`src/rtl/precision_landing_velocity_control_assert.svh`:
```
// ---------------------------------------------------------------------------
// Assertion macros for the precision landing velocity controller
// Overlapping and next-cycle implications under a synchronous active-low reset.
// ---------------------------------------------------------------------------
`ifndef PRECISION_LANDING_VELOCITY_CONTROL_ASSERT_SVH
`define PRECISION_LANDING_VELOCITY_CONTROL_ASSERT_SVH

// condition implies consequence in the same cycle
`define PLVC_ASSERT_IMPL(lbl, clk, rstn, ante, cons) \
    lbl: assert property (@(posedge clk) disable iff (!rstn) (ante) |-> (cons)) \
        else $error("assertion failed");

// condition implies consequence in the next cycle
`define PLVC_ASSERT_NEXT(lbl, clk, rstn, ante, cons) \
    lbl: assert property (@(posedge clk) disable iff (!rstn) (ante) |=> (cons)) \
        else $error("assertion failed");

`endif

```
`src/rtl/plvc_pkg.sv`:
```
// ---------------------------------------------------------------------------
// Precision landing velocity controller package
// Shared codes, widths, and interface structs.
// ---------------------------------------------------------------------------
package plvc_pkg;

    // result status codes
    localparam logic [1:0] STAT_RUN  = 2'd0;
    localparam logic [1:0] STAT_OK   = 2'd1;
    localparam logic [1:0] STAT_FAIL = 2'd2;

    // command codes
    localparam logic [1:0] CMD_NONE  = 2'd0;
    localparam logic [1:0] CMD_HOVER = 2'd1;
    localparam logic [1:0] CMD_SPEED = 2'd2;

    localparam int UNSEEN_W   = 17;
    localparam int SQRT_STEPS = 32;
    localparam int DIV_STEPS  = 46;

    // configuration register indexes
    typedef enum logic [2:0] {
        CFG_DESCENT = 3'd0,
        CFG_RADIUS  = 3'd1,
        CFG_ZDONE   = 3'd2,
        CFG_GAIN    = 3'd3,
        CFG_LIMIT   = 3'd4,
        CFG_TIMEOUT = 3'd5
    } t_cfg_idx;

    typedef struct packed {
        logic [14:0] descent;
        logic [22:0] radius;
        logic [22:0] zdone;
        logic [15:0] gain;
        logic [14:0] limit;
        logic [15:0] timeout;
    } t_cfg;

    typedef enum logic [1:0] {
        OP_SQRT = 2'b01,
        OP_DIV  = 2'b10
    } t_iter_op;

    typedef struct packed {
        logic     start;
        t_iter_op op;
    } t_iter_req;

    typedef struct packed {
        logic busy;
        logic done;
    } t_iter_rsp;

endpackage

```
`src/rtl/precision_landing_velocity_control.sv`:
```
// ---------------------------------------------------------------------------
// Precision landing velocity controller
// Proportional position control toward a marker with a horizontal speed limit.
// ---------------------------------------------------------------------------
// Usage:
//   One request per control period enters on the input channel (valid/stall)
//   and yields exactly one result on the output channel (valid/stall).
//   The block works on one request at a time; o_in_stall is high meanwhile.
//   Path through the sequencer, around one shared multiplier and one
//   iterative root/divide unit:
//     final status or marker unseen: straight to the output state
//     success, hover or descent: one 32-step root
//     horizontal speed, no limiting: that root plus the gain and limit products
//     horizontal speed, limited: also a second root and two
//     46-step divisions
//   A new request is taken only once the previous one has left the sequencer.
//   The output register frees the sequencer: a new request is taken while
//   a result still waits; only the final hand-over waits on i_out_stall.
//   Reset restores the default settings, clears the unseen counter and the
//   final status. Settings are written through i_cfg_we/i_cfg_index/i_cfg_data;
//   the user must write them only while the block is idle (not enforced here).
// ---------------------------------------------------------------------------
`include "precision_landing_velocity_control_assert.svh"

module precision_landing_velocity_control
    import plvc_pkg::*;
(
    input  logic               i_clk,
    input  logic               i_rst_n,
    input  logic               i_cfg_we,
    input  logic [2:0]         i_cfg_index,
    input  logic [22:0]        i_cfg_data,
    input  logic               i_in_valid,
    output logic               o_in_stall,
    input  logic               i_marker_seen,
    input  logic signed [22:0] i_marker_x,
    input  logic signed [22:0] i_marker_y,
    input  logic signed [22:0] i_marker_z,
    input  logic signed [22:0] i_drone_x,
    input  logic signed [22:0] i_drone_y,
    input  logic signed [22:0] i_drone_z,
    output logic               o_out_valid,
    input  logic               i_out_stall,
    output logic [1:0]         o_status,
    output logic [1:0]         o_command_kind,
    output logic signed [15:0] o_vel_x,
    output logic signed [15:0] o_vel_y,
    output logic signed [15:0] o_vel_z,
    output logic [23:0]        o_horizontal_distance,
    output logic signed [23:0] o_vertical_offset
);

    typedef enum logic [19:0] {
        S_IDLE = 20'h00001,
        S_HX   = 20'h00002,
        S_HY   = 20'h00004,
        S_HSQ  = 20'h00008,
        S_HW   = 20'h00010,
        S_DEC  = 20'h00020,
        S_GX   = 20'h00040,
        S_GY   = 20'h00080,
        S_MX2  = 20'h00100,
        S_MY2  = 20'h00200,
        S_LIM  = 20'h00400,
        S_CMP  = 20'h00800,
        S_MW   = 20'h01000,
        S_DXM  = 20'h02000,
        S_DXS  = 20'h04000,
        S_DXW  = 20'h08000,
        S_DYM  = 20'h10000,
        S_DYS  = 20'h20000,
        S_DYW  = 20'h40000,
        S_OUT  = 20'h80000
    } t_state;

    t_cfg      w_cfg;
    t_iter_req w_req;
    t_iter_rsp w_rsp;
    logic [63:0] w_rad;
    logic [31:0] w_dvs;
    logic [31:0] w_root;
    logic [31:0] w_quo;

    t_state r_state;
    logic [UNSEEN_W-1:0] r_unseen;
    logic [1:0]  r_final;

    logic [22:0] r_ax, r_ay, r_adz;
    logic        r_sx, r_sy;
    logic signed [23:0] r_dz;
    logic [23:0] r_hd;
    logic [30:0] r_mx, r_my;
    logic [31:0] r_m;
    logic [63:0] r_acc, r_prod;
    logic [31:0] n_mul_a, n_mul_b;

    logic [1:0]  r_res_status, r_res_kind;
    logic signed [15:0] r_res_vx, r_res_vy, r_res_vz;

    logic        r_ovalid;
    logic [1:0]  r_o_status, r_o_kind;
    logic signed [15:0] r_o_vx, r_o_vy, r_o_vz;
    logic [23:0] r_o_hd;
    logic signed [23:0] r_o_dz;

    logic signed [23:0] n_dx, n_dy, n_dz;
    logic [23:0] n_ax, n_ay, n_adz;
    logic [UNSEEN_W-1:0] n_unseen;
    logic        w_accept;

    // apply sign to a magnitude known to fit in 15 bits
    function automatic logic signed [15:0] f_signed(input logic [14:0] mag, input logic neg);
        logic signed [15:0] v;
        v = $signed({1'b0, mag});
        return neg ? -v : v;
    endfunction

    plvc_cfg u_cfg (
        .i_clk      (i_clk),
        .i_rst_n    (i_rst_n),
        .i_cfg_we   (i_cfg_we),
        .i_cfg_index(i_cfg_index),
        .i_cfg_data (i_cfg_data),
        .o_cfg      (w_cfg)
    );

    plvc_iter u_iter (
        .i_clk  (i_clk),
        .i_rst_n(i_rst_n),
        .i_req  (w_req),
        .i_rad  (w_rad),
        .i_dvs  (w_dvs),
        .o_rsp  (w_rsp),
        .o_root (w_root),
        .o_quo  (w_quo)
    );

    assign o_in_stall = (r_state != S_IDLE);
    assign w_accept   = i_in_valid && !o_in_stall;

    // offsets from the incoming request
    always_comb begin
        n_dx  = {i_marker_x[22], i_marker_x} - {i_drone_x[22], i_drone_x};
        n_dy  = {i_marker_y[22], i_marker_y} - {i_drone_y[22], i_drone_y};
        n_dz  = {i_marker_z[22], i_marker_z} - {i_drone_z[22], i_drone_z};
        n_ax  = n_dx[23] ? 24'(-n_dx) : 24'(n_dx);
        n_ay  = n_dy[23] ? 24'(-n_dy) : 24'(n_dy);
        n_adz = n_dz[23] ? 24'(-n_dz) : 24'(n_dz);
        n_unseen = (r_unseen == {UNSEEN_W{1'b1}}) ? r_unseen : r_unseen + 1'b1;
    end

    // select shared multiplier operands
    always_comb begin
        n_mul_a = '0;
        n_mul_b = '0;
        case (r_state)
            S_HX:  begin n_mul_a = 32'(r_ax); n_mul_b = 32'(r_ax); end
            S_HY:  begin n_mul_a = 32'(r_ay); n_mul_b = 32'(r_ay); end
            S_GX:  begin n_mul_a = 32'(r_ax); n_mul_b = 32'(w_cfg.gain); end
            S_GY:  begin n_mul_a = 32'(r_ay); n_mul_b = 32'(w_cfg.gain); end
            S_MX2: begin n_mul_a = 32'(r_mx); n_mul_b = 32'(r_mx); end
            S_MY2: begin n_mul_a = 32'(r_my); n_mul_b = 32'(r_my); end
            S_LIM: begin n_mul_a = 32'(w_cfg.limit); n_mul_b = 32'(w_cfg.limit); end
            S_DXM: begin n_mul_a = 32'(r_mx); n_mul_b = 32'(w_cfg.limit); end
            S_DYM: begin n_mul_a = 32'(r_my); n_mul_b = 32'(w_cfg.limit); end
            default: ;
        endcase
    end

    // drive the root/divide unit
    always_comb begin
        w_req.start = 1'b0;
        w_req.op    = OP_SQRT;
        w_rad       = r_acc;
        w_dvs       = r_m;
        case (r_state)
            S_HSQ: begin
                w_req.start = 1'b1;
                w_rad       = r_acc + r_prod;
            end
            S_CMP: w_req.start = (r_acc > r_prod);
            S_DXS, S_DYS: begin
                w_req.start = 1'b1;
                w_req.op    = OP_DIV;
                w_rad       = {r_prod[45:0], 18'd0};
            end
            default: ;
        endcase
    end

    // register the product
    always_ff @(posedge i_clk) begin
        r_prod <= n_mul_a * n_mul_b;
    end

    // sequencer
    always_ff @(posedge i_clk) begin
        if (!i_rst_n) begin
            r_state  <= S_IDLE;
            r_unseen <= '0;
            r_final  <= STAT_RUN;
        end else begin
            case (r_state)
                S_IDLE: begin
                    if (w_accept) begin
                        if (r_final != STAT_RUN) begin
                            r_state <= S_OUT;
                        end else if (!i_marker_seen) begin
                            r_unseen <= n_unseen;
                            if (n_unseen > UNSEEN_W'(w_cfg.timeout)) begin
                                r_final <= STAT_FAIL;
                            end
                            r_state <= S_OUT;
                        end else begin
                            r_unseen <= '0;
                            r_state  <= S_HX;
                        end
                    end
                end
                S_HX:  r_state <= S_HY;
                S_HY:  r_state <= S_HSQ;
                S_HSQ: r_state <= S_HW;
                S_HW:  if (w_rsp.done) r_state <= S_DEC;
                S_DEC: begin
                    if ({1'b0, r_adz} < {1'b0, w_cfg.zdone}) begin
                        r_final <= STAT_OK;
                        r_state <= S_OUT;
                    end else if (r_hd > {1'b0, w_cfg.radius}) begin
                        r_state <= S_GX;
                    end else begin
                        r_state <= S_OUT;
                    end
                end
                S_GX:  r_state <= S_GY;
                S_GY:  r_state <= S_MX2;
                S_MX2: r_state <= S_MY2;
                S_MY2: r_state <= S_LIM;
                S_LIM: r_state <= S_CMP;
                S_CMP: r_state <= (r_acc > r_prod) ? S_MW : S_OUT;
                S_MW:  if (w_rsp.done) r_state <= S_DXM;
                S_DXM: r_state <= S_DXS;
                S_DXS: r_state <= S_DXW;
                S_DXW: if (w_rsp.done) r_state <= S_DYM;
                S_DYM: r_state <= S_DYS;
                S_DYS: r_state <= S_DYW;
                S_DYW: if (w_rsp.done) r_state <= S_OUT;
                S_OUT: if (!r_ovalid || !i_out_stall) r_state <= S_IDLE;
                default: r_state <= S_IDLE;
            endcase
        end
    end

    // working registers and staged result
    always_ff @(posedge i_clk) begin
        case (r_state)
            S_IDLE: begin
                r_ax  <= n_ax[22:0];
                r_ay  <= n_ay[22:0];
                r_adz <= n_adz[22:0];
                r_sx  <= n_dx[23];
                r_sy  <= n_dy[23];
                r_dz  <= n_dz;
                r_res_vx <= '0;
                r_res_vy <= '0;
                r_res_vz <= '0;
                r_hd     <= '0;
                if (r_final != STAT_RUN) begin
                    r_res_status <= r_final;
                    r_res_kind   <= CMD_NONE;
                    r_dz         <= '0;
                end else if (!i_marker_seen) begin
                    r_dz <= '0;
                    if (n_unseen > UNSEEN_W'(w_cfg.timeout)) begin
                        r_res_status <= STAT_FAIL;
                        r_res_kind   <= CMD_NONE;
                    end else begin
                        r_res_status <= STAT_RUN;
                        r_res_kind   <= CMD_HOVER;
                    end
                end
            end
            S_HY:  r_acc <= r_prod;
            S_HW:  if (w_rsp.done) r_hd <= w_root[23:0];
            S_DEC: begin
                if ({1'b0, r_adz} < {1'b0, w_cfg.zdone}) begin
                    r_res_status <= STAT_OK;
                    r_res_kind   <= CMD_HOVER;
                end else begin
                    r_res_status <= STAT_RUN;
                    r_res_kind   <= CMD_SPEED;
                    if (!(r_hd > {1'b0, w_cfg.radius})) begin
                        r_res_vz <= -$signed({1'b0, w_cfg.descent});
                    end
                end
            end
            S_GY:  r_mx  <= r_prod[38:8];
            S_MX2: r_my  <= r_prod[38:8];
            S_MY2: r_acc <= r_prod;
            S_LIM: r_acc <= r_acc + r_prod;
            S_CMP: begin
                r_res_vx <= f_signed(r_mx[14:0], r_sx);
                r_res_vy <= f_signed(r_my[14:0], r_sy);
            end
            S_MW:  if (w_rsp.done) r_m <= w_root;
            S_DXW: if (w_rsp.done) r_mx <= w_quo[30:0];
            S_DYW: begin
                if (w_rsp.done) begin
                    r_res_vx <= f_signed(r_mx[14:0], r_sx);
                    r_res_vy <= f_signed(w_quo[14:0], r_sy);
                end
            end
            default: ;
        endcase
    end

    // output register: load on hand-over, drop once taken
    always_ff @(posedge i_clk) begin
        if (!i_rst_n) begin
            r_ovalid <= 1'b0;
        end else if (r_state == S_OUT && (!r_ovalid || !i_out_stall)) begin
            r_ovalid <= 1'b1;
        end else if (!i_out_stall) begin
            r_ovalid <= 1'b0;
        end
    end

    always_ff @(posedge i_clk) begin
        if (r_state == S_OUT && (!r_ovalid || !i_out_stall)) begin
            r_o_status <= r_res_status;
            r_o_kind   <= r_res_kind;
            r_o_vx     <= r_res_vx;
            r_o_vy     <= r_res_vy;
            r_o_vz     <= r_res_vz;
            r_o_hd     <= r_hd;
            r_o_dz     <= r_dz;
        end
    end

    assign o_out_valid           = r_ovalid;
    assign o_status              = r_o_status;
    assign o_command_kind        = r_o_kind;
    assign o_vel_x               = r_o_vx;
    assign o_vel_y               = r_o_vy;
    assign o_vel_z               = r_o_vz;
    assign o_horizontal_distance = r_o_hd;
    assign o_vertical_offset     = r_o_dz;

    // a final status never changes until reset
    `PLVC_ASSERT_NEXT(a_final_hold, i_clk, i_rst_n, r_final != STAT_RUN, r_final == $past(r_final))
    // an accepted request blocks the next one
    `PLVC_ASSERT_NEXT(a_one_at_a_time, i_clk, i_rst_n, w_accept, o_in_stall)
    // the root/divide unit is started only when free
    `PLVC_ASSERT_IMPL(a_iter_free, i_clk, i_rst_n, w_req.start, !w_rsp.busy)

endmodule

```
`src/rtl/plvc_cfg.sv`:
```
// ---------------------------------------------------------------------------
// Configuration register file
// Holds the controller settings, written through a plain write port.
// ---------------------------------------------------------------------------
module plvc_cfg
    import plvc_pkg::*;
(
    input  logic        i_clk,
    input  logic        i_rst_n,
    input  logic        i_cfg_we,
    input  logic [2:0]  i_cfg_index,
    input  logic [22:0] i_cfg_data,
    output t_cfg        o_cfg
);

    t_cfg r_cfg;

    // write the addressed register, drop unknown indexes
    always_ff @(posedge i_clk) begin
        if (!i_rst_n) begin
            r_cfg.descent <= 15'd500;
            r_cfg.radius  <= 23'd300;
            r_cfg.zdone   <= 23'd100;
            r_cfg.gain    <= 16'd256;
            r_cfg.limit   <= 15'd1000;
            r_cfg.timeout <= 16'd50;
        end else if (i_cfg_we) begin
            case (t_cfg_idx'(i_cfg_index))
                CFG_DESCENT: r_cfg.descent <= i_cfg_data[14:0];
                CFG_RADIUS:  r_cfg.radius  <= i_cfg_data;
                CFG_ZDONE:   r_cfg.zdone   <= i_cfg_data;
                CFG_GAIN:    r_cfg.gain    <= i_cfg_data[15:0];
                CFG_LIMIT:   r_cfg.limit   <= i_cfg_data[14:0];
                CFG_TIMEOUT: r_cfg.timeout <= i_cfg_data[15:0];
                default: ;
            endcase
        end
    end

    assign o_cfg = r_cfg;

endmodule

```
`src/rtl/plvc_iter.sv`:
```
// ---------------------------------------------------------------------------
// Iterative root and divide unit
// Restoring square root (two radicand bits a cycle) or division (one bit a cycle).
// ---------------------------------------------------------------------------
module plvc_iter
    import plvc_pkg::*;
(
    input  logic        i_clk,
    input  logic        i_rst_n,
    input  t_iter_req   i_req,
    input  logic [63:0] i_rad,
    input  logic [31:0] i_dvs,
    output t_iter_rsp   o_rsp,
    output logic [31:0] o_root,
    output logic [31:0] o_quo
);

    logic        r_busy;
    logic        r_done;
    logic [5:0]  r_cnt;
    t_iter_op    r_op;
    logic [63:0] r_rad;
    logic [35:0] r_rem;
    logic [31:0] r_root;
    logic [31:0] r_dvs;

    logic [35:0] n_sq_sh;
    logic [35:0] n_sq_trial;
    logic [35:0] n_dv_sh;
    logic [35:0] n_dv_dvs;

    always_comb begin
        n_sq_sh    = {r_rem[33:0], r_rad[63:62]};
        n_sq_trial = {2'b00, r_root, 2'b01};
        n_dv_sh    = {r_rem[34:0], r_rad[63]};
        n_dv_dvs   = {4'b0000, r_dvs};
    end

    // control: load on start, count steps, pulse done
    always_ff @(posedge i_clk) begin
        if (!i_rst_n) begin
            r_busy <= 1'b0;
            r_done <= 1'b0;
            r_cnt  <= '0;
            r_op   <= OP_SQRT;
        end else begin
            r_done <= 1'b0;
            if (i_req.start && !r_busy) begin
                r_busy <= 1'b1;
                r_op   <= i_req.op;
                r_cnt  <= (i_req.op == OP_DIV) ? 6'(DIV_STEPS - 1) : 6'(SQRT_STEPS - 1);
            end else if (r_busy) begin
                if (r_cnt == '0) begin
                    r_busy <= 1'b0;
                    r_done <= 1'b1;
                end else begin
                    r_cnt <= r_cnt - 6'd1;
                end
            end
        end
    end

    // datapath: one step per cycle
    always_ff @(posedge i_clk) begin
        if (i_req.start && !r_busy) begin
            r_rad  <= i_rad;
            r_dvs  <= i_dvs;
            r_rem  <= '0;
            r_root <= '0;
        end else if (r_busy) begin
            if (r_op == OP_DIV) begin
                if (n_dv_sh >= n_dv_dvs) begin
                    r_rem <= n_dv_sh - n_dv_dvs;
                    r_rad <= {r_rad[62:0], 1'b1};
                end else begin
                    r_rem <= n_dv_sh;
                    r_rad <= {r_rad[62:0], 1'b0};
                end
            end else begin
                r_rad <= {r_rad[61:0], 2'b00};
                if (n_sq_sh >= n_sq_trial) begin
                    r_rem  <= n_sq_sh - n_sq_trial;
                    r_root <= {r_root[30:0], 1'b1};
                end else begin
                    r_rem  <= n_sq_sh;
                    r_root <= {r_root[30:0], 1'b0};
                end
            end
        end
    end

    assign o_rsp.busy = r_busy;
    assign o_rsp.done = r_done;
    assign o_root     = r_root;
    assign o_quo      = r_rad[31:0];

endmodule
```
`config.mk`:
```
export PLATFORM = sky130hd
export DESIGN_NAME = precision_landing_velocity_control
export DESIGN_NICKNAME = d
export VERILOG_FILES = /design/src/rtl/plvc_pkg.sv /design/src/rtl/precision_landing_velocity_control.sv /design/src/rtl/plvc_cfg.sv /design/src/rtl/plvc_iter.sv
export VERILOG_INCLUDE_DIRS = /design/src /design/src/rtl
export SDC_FILE = /design/constraint.sdc
export NUM_CORES = 2
export LEC_CHECK = 0
export BUFFER_PORTS_ARGS = -buffer_cell sky130_fd_sc_hd__buf_2
export CAP_MARGIN = 40
export CORE_MARGIN = 1
export CORE_UTILIZATION = 40
export CTS_BUF_LIST = sky130_fd_sc_hd__clkbuf_4 sky130_fd_sc_hd__clkbuf_8
export CTS_CLUSTER_SIZE = 28
export DETAILED_ROUTE_END_ITERATION = 8
export PLACE_DENSITY = 0.57
export SYNTH_ARGS = -nofsm -noshare
export SYNTH_HDL_FRONTEND = slang
export SYNTH_SLANG_ARGS = --single-unit
```
`constraint.sdc`:
```
create_clock -name i_clk -period 30.2 [get_ports i_clk]
set_input_delay 3.02 -clock i_clk [delete_from_list [all_inputs] [get_ports i_clk]]
set_output_delay 3.02 -clock i_clk [all_outputs]
set_load 0.05 [all_outputs]
```
==> metrics.md <==
| Metric | Value |
|---|---|
| Outcome | finished, final reports clean |
| Setup Crit Path Kind | flip-flop to flip-flop |
| Commonest non-fill, non-tap cells in the layout | nand2_1, inv_1, fa_1 |
| CP most frequent cell | fa_1 |
| Synth top area cells | fa_1, edfxtp_1, ha_1, dfxtp_1, nand2_1 |
| Ys Warns | 0 |
| Iter 0 DRT Violations | 6188 |
| Period utilization | 40.21% |
| Post-Syn Instances | 8694 |
| Relative slew slack | 26.81% |
| Clk sinks | 814 |
| DP Area | 0.08384 mm^2 |
| WHS Path Cells | 0 |
| Setup violators final | 0 |
| Clock Tree Buf Depth | 3 |
| HPWL after detailed placement | 226800 um |
| R2r endpoint | r_prod[63]$_DFF_P_ |
| Async SR Flop Fraction | 0% |
| HP Class | flip-flop to flip-flop |
| Crit-path slowest cell | a221o_1 |
| Post-route minimum period | 12.14 ns |
| Largest net degree at the start of global routing | 79 |
| Avg Inst Size Synth | 9.091 um^2 |
| CTS tree | done |
| Critical path capture point type | flip-flop |
| Hold buffer count at CTS | 0 |
| CTS Root Buffer Type | clkbuf_8 |
| First-pass GRT wire length | 428400 um |
| Drt first pass iters | 9 |
| Max-cap viol count | 0 |
| Vias | 65480 |
| HP Start | r_dz[21]$_SDFFCE_PP0P_ |
| Post-synth EDFFs | 525 |
| Design area | 0.08720 mm^2 |
| DR vias/cell | 5.623 |
| Num CTS Buffers | 149 |
| RD Place Congestion | 1.010 |
| Total GRT Usage | 29.08% |
| Syn-to-layout area delta | 10.33% |
| Syn nets | 10310 |
| Synthesized cell area | 0.07904 mm^2 |
| WP data required | 30.98 ns |
| Worst Hold End | o_vertical_offset[21]$_DFFE_PP_ |
| Total of cells resized after clock tree synthesis | 0 |
| Count of pins over their slew limit | 0 |
| DRC | 0 |
| Final wirelength | 290300 um |
| Worst setup SP type | flip-flop |
| R2R setup slack | 18.06 ns |
| Most common cell after layout, fill and taps aside | nand2_1 |
| Max FO, Critical Path | 53 |
| Chip width | 446.5 um |
| Core area | 0.1956 mm^2 |
| Power Dens Cells | 38.92 mW/mm^2 |
| Clock latency on the worst-skew pair | 0.94 ns |
| Initial Util | 40.41% |
| Routed Antenna Nets | 0 |
| Number of synthesized register bits | 814 |
| Num ports | 272 |
| CP Data Arrival Time | 12.92 ns |
| FP Rows | 162 |
| Critical path's largest stage delay | 0.65 ns |
| Post-synth top flop | edfxtp_1 |
| Fin nets | 10500 |
| Synth top area share | 21.38% |
| Die Y | 446.5 um |
| Worst reg2reg startpoint | r_state[14]$_SDFFE_PN0P_ |
| Max Fclk | 82.34 MHz |
| CTS H-tree lvls | 4 |
| Share of layout cells above drive strength 1 | 9.574% |
| Sequential-to-total area share from yosys stat | 27.27% |
| Worst-path clk slew | 0.06 ns |
| Final total negative setup slack | 0 ns |
| Initial antenna violation count | 17 |
| Port Buffers | 271 |
| R2R cell count | 36 |
| Number of distinct library cells after synthesis | 114 |
| RSZ-0062 raised after global routing | no |
| Total die area | 0.1994 mm^2 |
| Postcts setup bufs | 0 |
| Skew final | 0.07028 ns |
| Leakage Power | 38.47 nW |
| Cell taking the most area after synthesis | fa_1 |
| Number of global-route vias before repair | 64980 |
| Grt ovf | 0 |
| Final Hold Viols | 0 |
| WL per Instance | 24.93 um |
| VDD IR-drop max | 0.00003947 V |
| Filler cell count | 19080 |
| Slew @ Worst Pin | 1.098 ns |
registers in the layout, indices dropped and copies added (netlist names), 24 cells and up:
name	cells
r_acc	64
u_cfg.o_cfg	108
o_vertical_offset	24
r_prod	64
u_iter.o_root	32
u_iter.r_rad	64
u_iter.r_dvs	32
r_mx	31
r_dz	24
r_hd	24
r_my	31
r_m	32
u_iter.r_rem	35
o_horizontal_distance	24
final cells by class:
cell class	count	area [um^2]	area share (%)
Multi-Input combinational cell	6208	51320	58.85
Sequential cell	814	21550	24.72
Timing Repair Buffer	442	2908	3.335
Inverter	1272	4780	5.481
Antenna cell	6	15.01	0.01722
Tap cell	2624	3283	3.765
Clock inverter	57	641.9	0.7361
Clock buffer	221	2704	3.101
worst max path at each step:
stage                                        start                 end  slack [ns]  depth (start not counted)
after floorplan            r_state[5]$_SDFFE_PN0P_  r_prod[63]$_DFF_P_       20.27                         37
after global placement    r_state[14]$_SDFFE_PN0P_  r_prod[63]$_DFF_P_       18.35                         36
after detailed placement  r_state[14]$_SDFFE_PN0P_  r_prod[63]$_DFF_P_       18.37                         36
after CTS                 r_state[14]$_SDFFE_PN0P_  r_prod[63]$_DFF_P_       18.29                         36
after global routing      r_state[14]$_SDFFE_PN0P_  r_prod[63]$_DFF_P_       17.69                         36
final                     r_state[14]$_SDFFE_PN0P_  r_prod[63]$_DFF_P_       18.06                         36
per-stage QoR:
step | total power [W] | instances | setup WS, ns | hold WS [ns] | util [%]
2_1_floorplan | 0.001892 | 8694 | 20.27 | 0.4003 | -
3_3_place_gp | 0.002177 | 11330 | 18.35 | 0.4016 | 42.61
3_5_place_dp | 0.002194 | 11360 | 18.37 | 0.4045 | 42.86
4_1_cts | 0.003402 | 11640 | 18.29 | 0.3876 | 44.57
5_1_grt | 0.003531 | 11640 | 17.69 | 0.4015 | 44.58
6_report | 0.003393 | 11640 | 18.06 | 0.4090 | 44.58
cell families (layout without fill, tap and decap cells):
logic type / Yosys count / count (layout) / share of synthesized area (%)
simple gates: 2661 / 2661 / 14.77
buf+inv: 1672 / 1992 / 8.180
xor+xnor: 348 / 348 / 3.875
flops: 814 / 814 / 27.27
compound gates: 1677 / 1677 / 14.00
mux: 80 / 80 / 1.064
fa+ha+maj: 1442 / 1442 / 30.84
other cells: 0 / 6 / 0
Yosys cell counts, drive strengths merged, types with 23 or more instances:
cell type	count
ha	598
nor2	691
o211ai	48
a221oi	33
and2	49
a222oi	23
mux2	32
dfxtp	289
nand2b	65
xnor2	224
nor2b	55
nor4	52
mux2i	48
a221o	33
nor3	94
o21bai	45
or3	33
a21oi	490
clkbuf	260
a22oi	76
edfxtp	525
o21ai	332
nand4	63
buf	140
xor2	124
and3	45
o22ai	32
a211oi	53
a21o	153
nand3	154
inv	1265
or4	25
fa	844
nand2	1262
o21a	39
a31oi	59
o31ai	47
a22o	44
power by group:
part	leakage, nW	switching (W)	internal (W)	total, W
combinational	29.4	0.000483	0.000258	0.000741
sequential	7.30	0.000113	0.00133	0.00145
clock	1.76	0.000530	0.000676	0.00121
total	38.5	0.00113	0.00227	0.00339
worst max-delay path, delay by kind of cell (launching register included):
kind / cells / cell delay (ns)
compound gates: 10 / 3.22
simple gates: 9 / 2.20
flops: 1 / 0.33
buf+inv: 8 / 1.66
fa+ha+maj: 9 / 4.47
metal layers:
layer	vias up	routed length, um	global-route usage, %
met5	-	0	0
met4	0	14360	12.93
met3	488	24760	5.294
met2	2817	124000	43.33
met1	32700	127200	40.96
li1	29470	-	-
Note: power is estimated with default switching activity, not from simulation.
